**config.mk**
```make
export PLATFORM = sky130hd
export DESIGN_NAME = triangle_tangent_basis_flat
export DESIGN_NICKNAME = d
export VERILOG_FILES = /design/src/rtl/core/ttb_pkg.sv /design/src/rtl/core/ttb_corner_if.sv /design/src/rtl/core/ttb_basis_if.sv /design/src/rtl/core/ttb_mac.sv /design/src/rtl/core/ttb_div.sv /design/src/rtl/core/triangle_tangent_basis.sv /design/src/flat_wrapper.sv
export SDC_FILE = /design/constraint.sdc
export NUM_CORES = 2
export LEC_CHECK = 0
export BUFFER_PORTS_ARGS = -buffer_cell sky130_fd_sc_hd__clkbuf_2
export CAP_MARGIN = 20
export CORE_MARGIN = 1.5
export CORE_UTILIZATION = 58
export CTS_BUF_LIST = sky130_fd_sc_hd__clkbuf_8
export CTS_CLUSTER_SIZE = 40
export DETAILED_ROUTE_END_ITERATION = 7
export MAX_ROUTING_LAYER = met4
export PLACE_DENSITY = 0.79
export SETUP_SLACK_MARGIN = 0.1
export SLEW_MARGIN = 10
export SYNTH_ARGS = -nofsm -noshare
export SYNTH_HDL_FRONTEND = slang
export SYNTH_HIERARCHICAL = 1
export SYNTH_SLANG_ARGS = --single-unit
export TNS_END_PERCENT = 1
```
**constraint.sdc**
```tcl
create_clock -name clk -period 7.8 [get_ports clk]
set_clock_uncertainty 0.15 [all_clocks]
set_input_delay 0.39 -clock clk [delete_from_list [all_inputs] [get_ports clk]]
set_output_delay 0.39 -clock clk [all_outputs]
set_load 0.01 [all_outputs]
```
**src/rtl/core/ttb_pkg.sv**
```systemverilog
// ----------------------------------------------------------------------------
// ttb_pkg: shared types and constants for the tangent basis block
// Field widths, fixed-point alignment, term codes and the MAC control bundle.
// ----------------------------------------------------------------------------
package ttb_pkg;

  localparam int IN_W      = 16;              // corner field width
  localparam int DELTA_W   = IN_W + 1;        // edge delta width
  localparam int PROD_W    = 2 * DELTA_W;     // one product
  localparam int ACC_W     = PROD_W + 1;      // difference of two products
  localparam int OUT_W     = 32;              // Q15.16 result
  localparam int NUM_SHIFT = 20;              // numerator alignment
  localparam int LOW_W     = OUT_W - NUM_SHIFT;
  localparam int HI_W      = ACC_W - LOW_W;
  localparam int STEP_W    = $clog2(OUT_W);

  localparam logic [STEP_W-1:0] STEP_LAST = STEP_W'(OUT_W - 1);

  localparam logic [OUT_W-1:0] SAT_POS = {1'b0, {(OUT_W-1){1'b1}}};
  localparam logic [OUT_W-1:0] SAT_NEG = {1'b1, {(OUT_W-1){1'b0}}};

  // product terms, in evaluation order
  localparam logic [2:0] TERM_DET = 3'd0;
  localparam logic [2:0] TERM_TX  = 3'd1;
  localparam logic [2:0] TERM_TY  = 3'd2;
  localparam logic [2:0] TERM_TZ  = 3'd3;
  localparam logic [2:0] TERM_BX  = 3'd4;
  localparam logic [2:0] TERM_BY  = 3'd5;
  localparam logic [2:0] TERM_BZ  = 3'd6;

  typedef struct packed {
    logic load;   // acc takes the registered product
    logic sub;    // acc subtracts the registered product
  } mac_ctrl_t;

endpackage

```
**src/rtl/core/ttb_corner_if.sv**
```systemverilog
// ----------------------------------------------------------------------------
// ttb_corner_if: corner request channel
// Valid/ready handshake carrying one triangle corner.
// ----------------------------------------------------------------------------
interface ttb_corner_if;
  logic                             valid;
  logic                             ready;
  logic signed [ttb_pkg::IN_W-1:0]  pos_x;
  logic signed [ttb_pkg::IN_W-1:0]  pos_y;
  logic signed [ttb_pkg::IN_W-1:0]  pos_z;
  logic signed [ttb_pkg::IN_W-1:0]  tex_u;
  logic signed [ttb_pkg::IN_W-1:0]  tex_v;

  modport source (output valid, pos_x, pos_y, pos_z, tex_u, tex_v, input ready);
  modport sink   (input valid, pos_x, pos_y, pos_z, tex_u, tex_v, output ready);
endinterface

```
**src/rtl/core/ttb_basis_if.sv**
```systemverilog
// ----------------------------------------------------------------------------
// ttb_basis_if: tangent basis request channel
// Valid/ready handshake carrying one tangent/bitangent pair.
// ----------------------------------------------------------------------------
interface ttb_basis_if;
  logic                             valid;
  logic                             ready;
  logic signed [ttb_pkg::OUT_W-1:0] tangent_x;
  logic signed [ttb_pkg::OUT_W-1:0] tangent_y;
  logic signed [ttb_pkg::OUT_W-1:0] tangent_z;
  logic signed [ttb_pkg::OUT_W-1:0] bitangent_x;
  logic signed [ttb_pkg::OUT_W-1:0] bitangent_y;
  logic signed [ttb_pkg::OUT_W-1:0] bitangent_z;
  logic                             degenerate;

  modport source (output valid, tangent_x, tangent_y, tangent_z,
                  bitangent_x, bitangent_y, bitangent_z, degenerate, input ready);
  modport sink   (input valid, tangent_x, tangent_y, tangent_z,
                  bitangent_x, bitangent_y, bitangent_z, degenerate, output ready);
endinterface

```
**src/rtl/core/ttb_mac.sv**
```systemverilog
// ----------------------------------------------------------------------------
// ttb_mac: shared multiply / subtract unit
// Registered 17x17 product feeding an accumulator that forms a*b - c*d.
// ----------------------------------------------------------------------------
module ttb_mac (
  input  logic                                clk,
  input  ttb_pkg::mac_ctrl_t                  ctrl,
  input  logic signed [ttb_pkg::DELTA_W-1:0]  a,
  input  logic signed [ttb_pkg::DELTA_W-1:0]  b,
  output logic signed [ttb_pkg::ACC_W-1:0]    acc
);

  logic signed [ttb_pkg::PROD_W-1:0] prod;
  logic signed [ttb_pkg::ACC_W-1:0]  prod_ext;

  assign prod_ext = ttb_pkg::ACC_W'(prod);

  always_ff @(posedge clk) begin
    prod <= ttb_pkg::PROD_W'(a) * ttb_pkg::PROD_W'(b);
    if (ctrl.load) begin
      acc <= prod_ext;
    end else if (ctrl.sub) begin
      acc <= acc - prod_ext;
    end
  end

endmodule

```
**src/rtl/core/ttb_div.sv**
```systemverilog
// ----------------------------------------------------------------------------
// ttb_div: bit-serial fixed-point divider
// (num << 20) / den, truncated toward zero, saturated to Q15.16, one bit a cycle.
// ----------------------------------------------------------------------------
module ttb_div (
  input  logic                               clk,
  input  logic                               rst,
  input  logic                               start,
  input  logic signed [ttb_pkg::ACC_W-1:0]   num,
  input  logic signed [ttb_pkg::ACC_W-1:0]   den,
  output logic                               done,
  output logic signed [ttb_pkg::OUT_W-1:0]   quo
);

  logic                          busy;
  logic                          fin;
  logic [ttb_pkg::STEP_W-1:0]    cnt;
  logic [ttb_pkg::ACC_W-1:0]     rem;
  logic [ttb_pkg::OUT_W-1:0]     sh;
  logic [ttb_pkg::OUT_W-1:0]     q;
  logic [ttb_pkg::ACC_W-1:0]     dm;
  logic                          neg;
  logic                          sat;

  logic [ttb_pkg::ACC_W-1:0]     num_mag;
  logic [ttb_pkg::ACC_W-1:0]     den_mag;
  logic [ttb_pkg::HI_W-1:0]      num_hi;
  logic [ttb_pkg::ACC_W:0]       trial;
  logic [ttb_pkg::ACC_W:0]       diff;
  logic                          ge;

  always_comb begin
    num_mag = num[ttb_pkg::ACC_W-1] ? (~num + ttb_pkg::ACC_W'(1'b1)) : num;
    den_mag = den[ttb_pkg::ACC_W-1] ? (~den + ttb_pkg::ACC_W'(1'b1)) : den;
    num_hi  = num_mag[ttb_pkg::ACC_W-1:ttb_pkg::LOW_W];
    trial   = {rem, sh[ttb_pkg::OUT_W-1]};
    diff    = trial - {1'b0, dm};
    ge      = trial >= {1'b0, dm};
  end

  always_ff @(posedge clk) begin
    if (rst) begin
      busy <= 1'b0;
      fin  <= 1'b0;
      cnt  <= '0;
    end else begin
      fin <= 1'b0;
      if (start) begin
        busy <= 1'b1;
        cnt  <= '0;
      end else if (busy) begin
        cnt <= cnt + ttb_pkg::STEP_W'(1'b1);
        if (cnt == ttb_pkg::STEP_LAST) begin
          busy <= 1'b0;
          fin  <= 1'b1;
        end
      end
    end
  end

  always_ff @(posedge clk) begin
    if (start) begin
      // top bits of the shifted dividend seed the remainder
      rem <= ttb_pkg::ACC_W'(num_hi);
      sh  <= {num_mag[ttb_pkg::LOW_W-1:0], {ttb_pkg::NUM_SHIFT{1'b0}}};
      dm  <= den_mag;
      neg <= num[ttb_pkg::ACC_W-1] ^ den[ttb_pkg::ACC_W-1];
      sat <= ttb_pkg::ACC_W'(num_hi) >= den_mag;
      q   <= '0;
    end else if (busy) begin
      rem <= ge ? diff[ttb_pkg::ACC_W-1:0] : trial[ttb_pkg::ACC_W-1:0];
      sh  <= {sh[ttb_pkg::OUT_W-2:0], 1'b0};
      q   <= {q[ttb_pkg::OUT_W-2:0], ge};
    end
  end

  always_comb begin
    if (sat) begin
      quo = neg ? ttb_pkg::SAT_NEG : ttb_pkg::SAT_POS;
    end else if (neg) begin
      quo = q[ttb_pkg::OUT_W-1] ? ttb_pkg::SAT_NEG : -q;
    end else begin
      quo = q[ttb_pkg::OUT_W-1] ? ttb_pkg::SAT_POS : q;
    end
  end

  assign done = fin;

  a_start_idle: assert property (@(posedge clk) disable iff (rst)
    start |-> !busy)
    else $error("divider restarted while busy");

  a_done_after_run: assert property (@(posedge clk) disable iff (rst)
    done |-> ($past(busy) && !busy))
    else $error("divider done without a completed run");

endmodule

```
**src/rtl/core/triangle_tangent_basis.sv**
```systemverilog
// ----------------------------------------------------------------------------
// triangle_tangent_basis: per-triangle tangent and bitangent
// Collects three corners and forms the tangent basis with a shared MAC and a
// shared serial divider under a small sequencer.
// ----------------------------------------------------------------------------
//  channel   dir  handshake     payload
//  corner    in   valid/ready   pos_x/y/z Q7.8, tex_u/v Q3.12
//  basis     out  valid/ready   tangent/bitangent x/y/z Q15.16, degenerate
//
//  First and second corner of a triangle: taken when offered while idle.
//  Third corner: determinant, then the bit-serial divider (32 steps) once
//  for each of the six vector components; none for a zero determinant.
//  The result sits in an output register, so corners of the next triangle
//  are taken while it waits. Reset clears the sequencer and corner count.
// ----------------------------------------------------------------------------
module triangle_tangent_basis (
  input  logic               clk,
  input  logic               rst,
  ttb_corner_if.sink         corner,
  ttb_basis_if.source        basis
);

  localparam logic [2:0] S_IDLE = 3'd0;
  localparam logic [2:0] S_MUL1 = 3'd1;
  localparam logic [2:0] S_MUL2 = 3'd2;
  localparam logic [2:0] S_ACC  = 3'd3;
  localparam logic [2:0] S_EVAL = 3'd4;
  localparam logic [2:0] S_DIV  = 3'd5;
  localparam logic [2:0] S_OUT  = 3'd6;

  logic [2:0] state;
  logic [2:0] term;
  logic [1:0] corner_count;
  logic       out_valid;
  logic       accept;

  logic signed [ttb_pkg::IN_W-1:0]    in_pos [3];
  logic signed [ttb_pkg::IN_W-1:0]    in_tex [2];
  logic signed [ttb_pkg::IN_W-1:0]    first_pos [3];
  logic signed [ttb_pkg::IN_W-1:0]    first_tex [2];
  logic signed [ttb_pkg::IN_W-1:0]    second_pos [3];
  logic signed [ttb_pkg::IN_W-1:0]    second_tex [2];

  logic signed [ttb_pkg::DELTA_W-1:0] dp1 [3];
  logic signed [ttb_pkg::DELTA_W-1:0] dp2 [3];
  logic signed [ttb_pkg::DELTA_W-1:0] du1, dv1, du2, dv2;

  logic signed [ttb_pkg::DELTA_W-1:0] op0_a, op0_b, op1_a, op1_b;
  logic signed [ttb_pkg::DELTA_W-1:0] mac_a, mac_b;
  ttb_pkg::mac_ctrl_t                 mac_ctrl;
  logic signed [ttb_pkg::ACC_W-1:0]   acc;
  logic signed [ttb_pkg::ACC_W-1:0]   det;

  logic                               div_start;
  logic                               div_done;
  logic signed [ttb_pkg::OUT_W-1:0]   div_quo;

  logic signed [ttb_pkg::OUT_W-1:0]   res [6];
  logic [2:0]                         res_idx;
  logic                               degen;
  logic signed [ttb_pkg::OUT_W-1:0]   out_vec [6];
  logic                               out_degen;

  function automatic logic signed [ttb_pkg::DELTA_W-1:0] delta(
    input logic signed [ttb_pkg::IN_W-1:0] a,
    input logic signed [ttb_pkg::IN_W-1:0] b
  );
    return ttb_pkg::DELTA_W'(a) - ttb_pkg::DELTA_W'(b);
  endfunction

  assign accept       = corner.valid && corner.ready;
  assign corner.ready = (state == S_IDLE);

  always_comb begin
    in_pos[0] = corner.pos_x;
    in_pos[1] = corner.pos_y;
    in_pos[2] = corner.pos_z;
    in_tex[0] = corner.tex_u;
    in_tex[1] = corner.tex_v;
  end

  // operand pairs for a*b - c*d of each term
  always_comb begin
    unique case (term)
      ttb_pkg::TERM_DET: begin
        op0_a = du1;    op0_b = dv2;  op1_a = dv1;    op1_b = du2;
      end
      ttb_pkg::TERM_TX: begin
        op0_a = dp1[0]; op0_b = dv2;  op1_a = dp2[0]; op1_b = dv1;
      end
      ttb_pkg::TERM_TY: begin
        op0_a = dp1[1]; op0_b = dv2;  op1_a = dp2[1]; op1_b = dv1;
      end
      ttb_pkg::TERM_TZ: begin
        op0_a = dp1[2]; op0_b = dv2;  op1_a = dp2[2]; op1_b = dv1;
      end
      ttb_pkg::TERM_BX: begin
        op0_a = dp2[0]; op0_b = du1;  op1_a = dp1[0]; op1_b = du2;
      end
      ttb_pkg::TERM_BY: begin
        op0_a = dp2[1]; op0_b = du1;  op1_a = dp1[1]; op1_b = du2;
      end
      ttb_pkg::TERM_BZ: begin
        op0_a = dp2[2]; op0_b = du1;  op1_a = dp1[2]; op1_b = du2;
      end
      default: begin
        op0_a = '0;     op0_b = '0;   op1_a = '0;     op1_b = '0;
      end
    endcase
  end

  always_comb begin
    mac_a         = (state == S_MUL2) ? op1_a : op0_a;
    mac_b         = (state == S_MUL2) ? op1_b : op0_b;
    mac_ctrl.load = (state == S_MUL2);
    mac_ctrl.sub  = (state == S_ACC);
  end

  assign div_start = (state == S_EVAL) && (term != ttb_pkg::TERM_DET);
  assign res_idx   = term - 3'd1;

  ttb_mac u_mac (
    .clk  (clk),
    .ctrl (mac_ctrl),
    .a    (mac_a),
    .b    (mac_b),
    .acc  (acc)
  );

  ttb_div u_div (
    .clk   (clk),
    .rst   (rst),
    .start (div_start),
    .num   (acc),
    .den   (det),
    .done  (div_done),
    .quo   (div_quo)
  );

  // sequencer
  always_ff @(posedge clk) begin
    if (rst) begin
      state        <= S_IDLE;
      term         <= ttb_pkg::TERM_DET;
      corner_count <= 2'd0;
      out_valid    <= 1'b0;
    end else begin
      if (state == S_OUT && (!out_valid || basis.ready)) begin
        out_valid <= 1'b1;
      end else if (basis.valid && basis.ready) begin
        out_valid <= 1'b0;
      end
      unique case (state)
        S_IDLE: begin
          if (accept) begin
            if (corner_count == 2'd2) begin
              corner_count <= 2'd0;
              term         <= ttb_pkg::TERM_DET;
              state        <= S_MUL1;
            end else begin
              corner_count <= corner_count + 2'd1;
            end
          end
        end
        S_MUL1: state <= S_MUL2;
        S_MUL2: state <= S_ACC;
        S_ACC:  state <= S_EVAL;
        S_EVAL: begin
          if (term == ttb_pkg::TERM_DET) begin
            if (acc == '0) begin
              state <= S_OUT;
            end else begin
              term  <= ttb_pkg::TERM_TX;
              state <= S_MUL1;
            end
          end else begin
            state <= S_DIV;
          end
        end
        S_DIV: begin
          if (div_done) begin
            if (term == ttb_pkg::TERM_BZ) begin
              state <= S_OUT;
            end else begin
              term  <= term + 3'd1;
              state <= S_MUL1;
            end
          end
        end
        S_OUT: begin
          // hold until the output register is free
          if (!out_valid || basis.ready) begin
            state <= S_IDLE;
          end
        end
        default: state <= S_IDLE;
      endcase
    end
  end

  // corner store, deltas and results
  always_ff @(posedge clk) begin
    if (accept) begin
      if (corner_count == 2'd0) begin
        first_pos <= in_pos;
        first_tex <= in_tex;
      end else if (corner_count == 2'd1) begin
        second_pos <= in_pos;
        second_tex <= in_tex;
      end else begin
        for (int k = 0; k < 3; k++) begin
          dp1[k] <= delta(second_pos[k], first_pos[k]);
          dp2[k] <= delta(in_pos[k], first_pos[k]);
        end
        du1 <= delta(second_tex[0], first_tex[0]);
        dv1 <= delta(second_tex[1], first_tex[1]);
        du2 <= delta(in_tex[0], first_tex[0]);
        dv2 <= delta(in_tex[1], first_tex[1]);
      end
    end
    if (state == S_EVAL && term == ttb_pkg::TERM_DET) begin
      det   <= acc;
      degen <= (acc == '0);
    end
    if (state == S_DIV && div_done) begin
      res[res_idx] <= div_quo;
    end
    if (state == S_OUT && (!out_valid || basis.ready)) begin
      for (int k = 0; k < 6; k++) begin
        out_vec[k] <= degen ? '0 : res[k];
      end
      out_degen <= degen;
    end
  end

  assign basis.valid       = out_valid;
  assign basis.tangent_x   = out_vec[0];
  assign basis.tangent_y   = out_vec[1];
  assign basis.tangent_z   = out_vec[2];
  assign basis.bitangent_x = out_vec[3];
  assign basis.bitangent_y = out_vec[4];
  assign basis.bitangent_z = out_vec[5];
  assign basis.degenerate  = out_degen;

  a_degen_zero: assert property (@(posedge clk) disable iff (rst)
    (basis.valid && basis.degenerate) |->
      (basis.tangent_x == '0 && basis.tangent_y == '0 && basis.tangent_z == '0 &&
       basis.bitangent_x == '0 && basis.bitangent_y == '0 &&
       basis.bitangent_z == '0))
    else $error("degenerate result with nonzero vectors");

  a_out_from_seq: assert property (@(posedge clk) disable iff (rst)
    $rose(basis.valid) |-> ($past(state) == S_OUT))
    else $error("result raised outside the output step");

  a_third_starts: assert property (@(posedge clk) disable iff (rst)
    (accept && corner_count == 2'd2) |=>
      (state == S_MUL1 && term == ttb_pkg::TERM_DET && corner_count == 2'd0))
    else $error("third corner did not start the determinant");

endmodule
```
**src/flat_wrapper.sv**
```systemverilog
// flat-port wrapper written by rule: the top's interface ports become plain ports
module triangle_tangent_basis_flat 
  (clk, rst, corner_valid, corner_pos_x, corner_pos_y, corner_pos_z, corner_tex_u, corner_tex_v, corner_ready, basis_valid, basis_tangent_x, basis_tangent_y, basis_tangent_z, basis_bitangent_x, basis_bitangent_y, basis_bitangent_z, basis_degenerate, basis_ready);
  ttb_corner_if corner_i ();
  ttb_basis_if basis_i ();
  input  logic clk;
  input  logic rst;
  input wire logic [$bits(corner_i.valid)-1:0] corner_valid;
  input wire logic [$bits(corner_i.pos_x)-1:0] corner_pos_x;
  input wire logic [$bits(corner_i.pos_y)-1:0] corner_pos_y;
  input wire logic [$bits(corner_i.pos_z)-1:0] corner_pos_z;
  input wire logic [$bits(corner_i.tex_u)-1:0] corner_tex_u;
  input wire logic [$bits(corner_i.tex_v)-1:0] corner_tex_v;
  output wire logic [$bits(corner_i.ready)-1:0] corner_ready;
  output wire logic [$bits(basis_i.valid)-1:0] basis_valid;
  output wire logic [$bits(basis_i.tangent_x)-1:0] basis_tangent_x;
  output wire logic [$bits(basis_i.tangent_y)-1:0] basis_tangent_y;
  output wire logic [$bits(basis_i.tangent_z)-1:0] basis_tangent_z;
  output wire logic [$bits(basis_i.bitangent_x)-1:0] basis_bitangent_x;
  output wire logic [$bits(basis_i.bitangent_y)-1:0] basis_bitangent_y;
  output wire logic [$bits(basis_i.bitangent_z)-1:0] basis_bitangent_z;
  output wire logic [$bits(basis_i.degenerate)-1:0] basis_degenerate;
  input wire logic [$bits(basis_i.ready)-1:0] basis_ready;
  assign corner_i.valid = corner_valid;
  assign corner_i.pos_x = corner_pos_x;
  assign corner_i.pos_y = corner_pos_y;
  assign corner_i.pos_z = corner_pos_z;
  assign corner_i.tex_u = corner_tex_u;
  assign corner_i.tex_v = corner_tex_v;
  assign corner_ready = corner_i.ready;
  assign basis_valid = basis_i.valid;
  assign basis_tangent_x = basis_i.tangent_x;
  assign basis_tangent_y = basis_i.tangent_y;
  assign basis_tangent_z = basis_i.tangent_z;
  assign basis_bitangent_x = basis_i.bitangent_x;
  assign basis_bitangent_y = basis_i.bitangent_y;
  assign basis_bitangent_z = basis_i.bitangent_z;
  assign basis_degenerate = basis_i.degenerate;
  assign basis_i.ready = basis_ready;
  triangle_tangent_basis u_core (.clk(clk), .rst(rst), .corner(corner_i), .basis(basis_i));
endmodule
```
==> results.ini <==
[sta]
setup_viol = 0
fin_ws_ns = 0.245
finalCritPeriodShare_pct = 96.9
hold_ws_ns = 0.155
rsz0062_at_grt = true
finalHoldViolations = 0
fin_crit_ns = 7.55
relSlewSlack_pct = 26.8
fin_setup_tns_ns = 0
max_freq_ghz = 0.132
slew_viol_final = 0
worst_slew_pin_slew_ns = 1.10

[power]
power_density_nw_per_um2 = 355
ir_worst_vdd_v = 0.000835
leakagePower_uw = 0.0274

[global_routing]
grtUsageTotal_pct = 28.7
grt_remaining_overflow = 0
antenna_found_initial = 1
grt_pass1_vias = 40200
grt_pass1_wl_mm = 222
grt_max_degree = 131

[floorplan]
die_h_um = 321
initial_core_util_pct = 58.5
die_x_um = 321
coreArea_um2 = 100000
ios = 279
fp-row-count = 116
die_area_um2 = 103000

[cells_and_area]
most-common-layout-cells = edfxtp_1, inv_1, ha_1
mostFrequentLayoutCell = edfxtp_1
final_cells = 7059
drive_above_1_share_pct = 12.8
area_delta_synth_final_pct = 13.6
fin_nets = 6377

[place]
gp_congestion = 0.970
dp.cells = 6676
hpwl_mm = 107
port_buffers = 278
post-place-ws_ns = -0.258

[yosys]
synth-edff-count = 858
synth_top_area_share_pct = 44.0
syn_nets = 5883
synthFlopType = edfxtp_1
netlist_area_um2 = 58600
yosys_warnings = 6
synth.distinct_cells = 93
ys_ff_latch = 952
synthTopCellsByArea = edfxtp_1, fa_1, ha_1
syn_area_per_cell_um2 = 11.4
ys_seq_area_share_pct = 47.2
synthArstFlopShare_pct = 0
synth.largest_area_cell = edfxtp_1
syn_inst = 5143

[drt]
route.antenna.remaining_nets = 0
drt_wl_total_mm = 145
wl_met2_mm = 72.4
vias_per_cell = 5.78
vias = 40800
drt_iter0_markers = 3344
wl_per_cell_um = 20.5
drtPass1Iterations = 8
met3_length_mm = 7.41
highest_layer = met4
drt-met1-wl_mm = 57.2
drc = 35

[worst_setup_path]
slowest_delay_ns = 0.53
arrival_ns = 8.11
cp_slowest_cell = fa_1
endpoint_kind = flip-flop
worstSetupPathType = flip-flop to flip-flop
cp_max_fo = 17
cp.required_ns = 8.35
cpMostUsedCell = fa_1
worst_setup_path_start_kind = flip-flop

[min_path]
hold_class = primary input to flip-flop

[clock_network]
numCtsBuffers = 154
insertion_delay_ns = 0.87
cts_tree = built
root_buffer = clkbuf_8
clock_sinks = 952
clockBufferDepth = 3
cts_max_level = 4
path_clk_slew_ns = 0.08

[flow_run]
drv_cap = 0

[outcome]
violations = design-rule violations
status = finished, violations left

[critical path, delay by kind of cell, from the launching register on]
kind                       cells  cell delay (ns)
adders and majority gates      9             3.62
AOI/OAI and AO/OA             10             1.95
buffers and inverters          9             1.01
DFF                            1             0.37
and+or+nand+nor                1             0.17
xor gates and xnor gates       1             0.13
[per-layer routing]
metal / vias up / global-route usage (%)
met5: - / -
met2: 1360 / 48.9
li1: 19300 / -
met1: 19800 / 33.4
met4: 0 / 14.6
met3: 327 / 3.83
[logic make-up after synthesis]
group                    after synthesis  synth area share [%]
adder cells (fa/ha/maj)              656                  18.0
AO/OA/AOI/OAI                       1040                  12.1
multiplexers                         110                  1.91
XOR/XNOR                             272                  4.07
buffers and inverters                748                  4.83
flip-flops                           952                  47.2
AND/OR/NAND/NOR                     1365                  11.9
[metrics by stage]
step | util, % | cell area (um^2) | total power, uW
global route | 66.4 | 66500 | 25400
detailed placement | 62.1 | 62200 | 18700
CTS | 66.0 | 66100 | 23100
global placement | 62.1 | 62200 | 18300
floorplan | - | 58700 | 15300
finish | 66.4 | 66500 | 23600
[final timing paths]
path	startpoint	to	slack (ns)	depth (start not counted)
worst max-delay path	u_core/term[0]$_SDFFE_PP0P_	u_core/u_mac/prod[29]$_DFF_P_	0.25	30
worst max register to register	u_core/term[0]$_SDFFE_PP0P_	u_core/u_mac/prod[29]$_DFF_P_	0.25	30
worst min register to register	u_core/u_div/rem[26]$_SDFFE_PP0P_	u_core/u_div/rem[26]$_SDFFE_PP0P_	0.35	2
worst min-delay path	corner_tex_u[9]	u_core/first_tex[25]$_DFFE_PP_	0.15	2
[power breakdown]
group          leakage, uW  switching, uW  internal [uW]
registers          0.00857            125           6010
logic               0.0172           7250           5940
clock network      0.00169           2090           2180
[flip-flops by register name, summed over array words and instances (netlist names), 5 cells and up]
register           count
u_core/second_pos     48
u_core/det            35
u_core/out_vec       192
u_core/first_pos      48
u_core/u_mac/prod     34
u_core/u_mac/acc      35
u_core/dv1            17
u_core/dp2            51
u_core/u_div/dm       35
u_core/u_div/sh       12
u_core/u_div/cnt       5
u_core/du1            17
u_core/first_tex      32
u_core/du2            17
u_core/res           192
u_core/second_tex     32
u_core/dv2            17
u_core/u_div/rem      35
u_core/dp1            51
u_core/u_div/q        32
[final cells by class]
class	instances	area, um^2
Timing Repair Buffer	502	3570
Clock buffer	158	2170
Sequential cell	952	27700
Clock inverter	121	901
Fill cell	7364	33600
Tap cell	1298	1620
Inverter	584	2200
Antenna cell	1	2.50
Multi-Input combinational cell	3443	28400
[timing repair]
item,in CTS,in global routing
pin swaps,2,25
hold endpoints to repair,231,0
buffers inserted,1,12
resized for setup,7,32
setup endpoints to repair,9,12
hold buffers,84,0
cloned,0,4
[cell usage after synthesis (all sizes together) (37+ instances only)]
library cell and instances:
nand3 41, xor2 108, mux2i 99, ha 348, nor2b 243, xnor2 164
and2 153, nand2b 56, edfxtp 858, clkbuf 135, a222oi 67, o31ai 47
fa 308, nand2 333, nor2 289, a21oi 273, o21a 70, a21o 75
dfxtp 94, or3 37, inv 583, nor3 61, o21ai 195
Power figures use the tool's default switching activity.
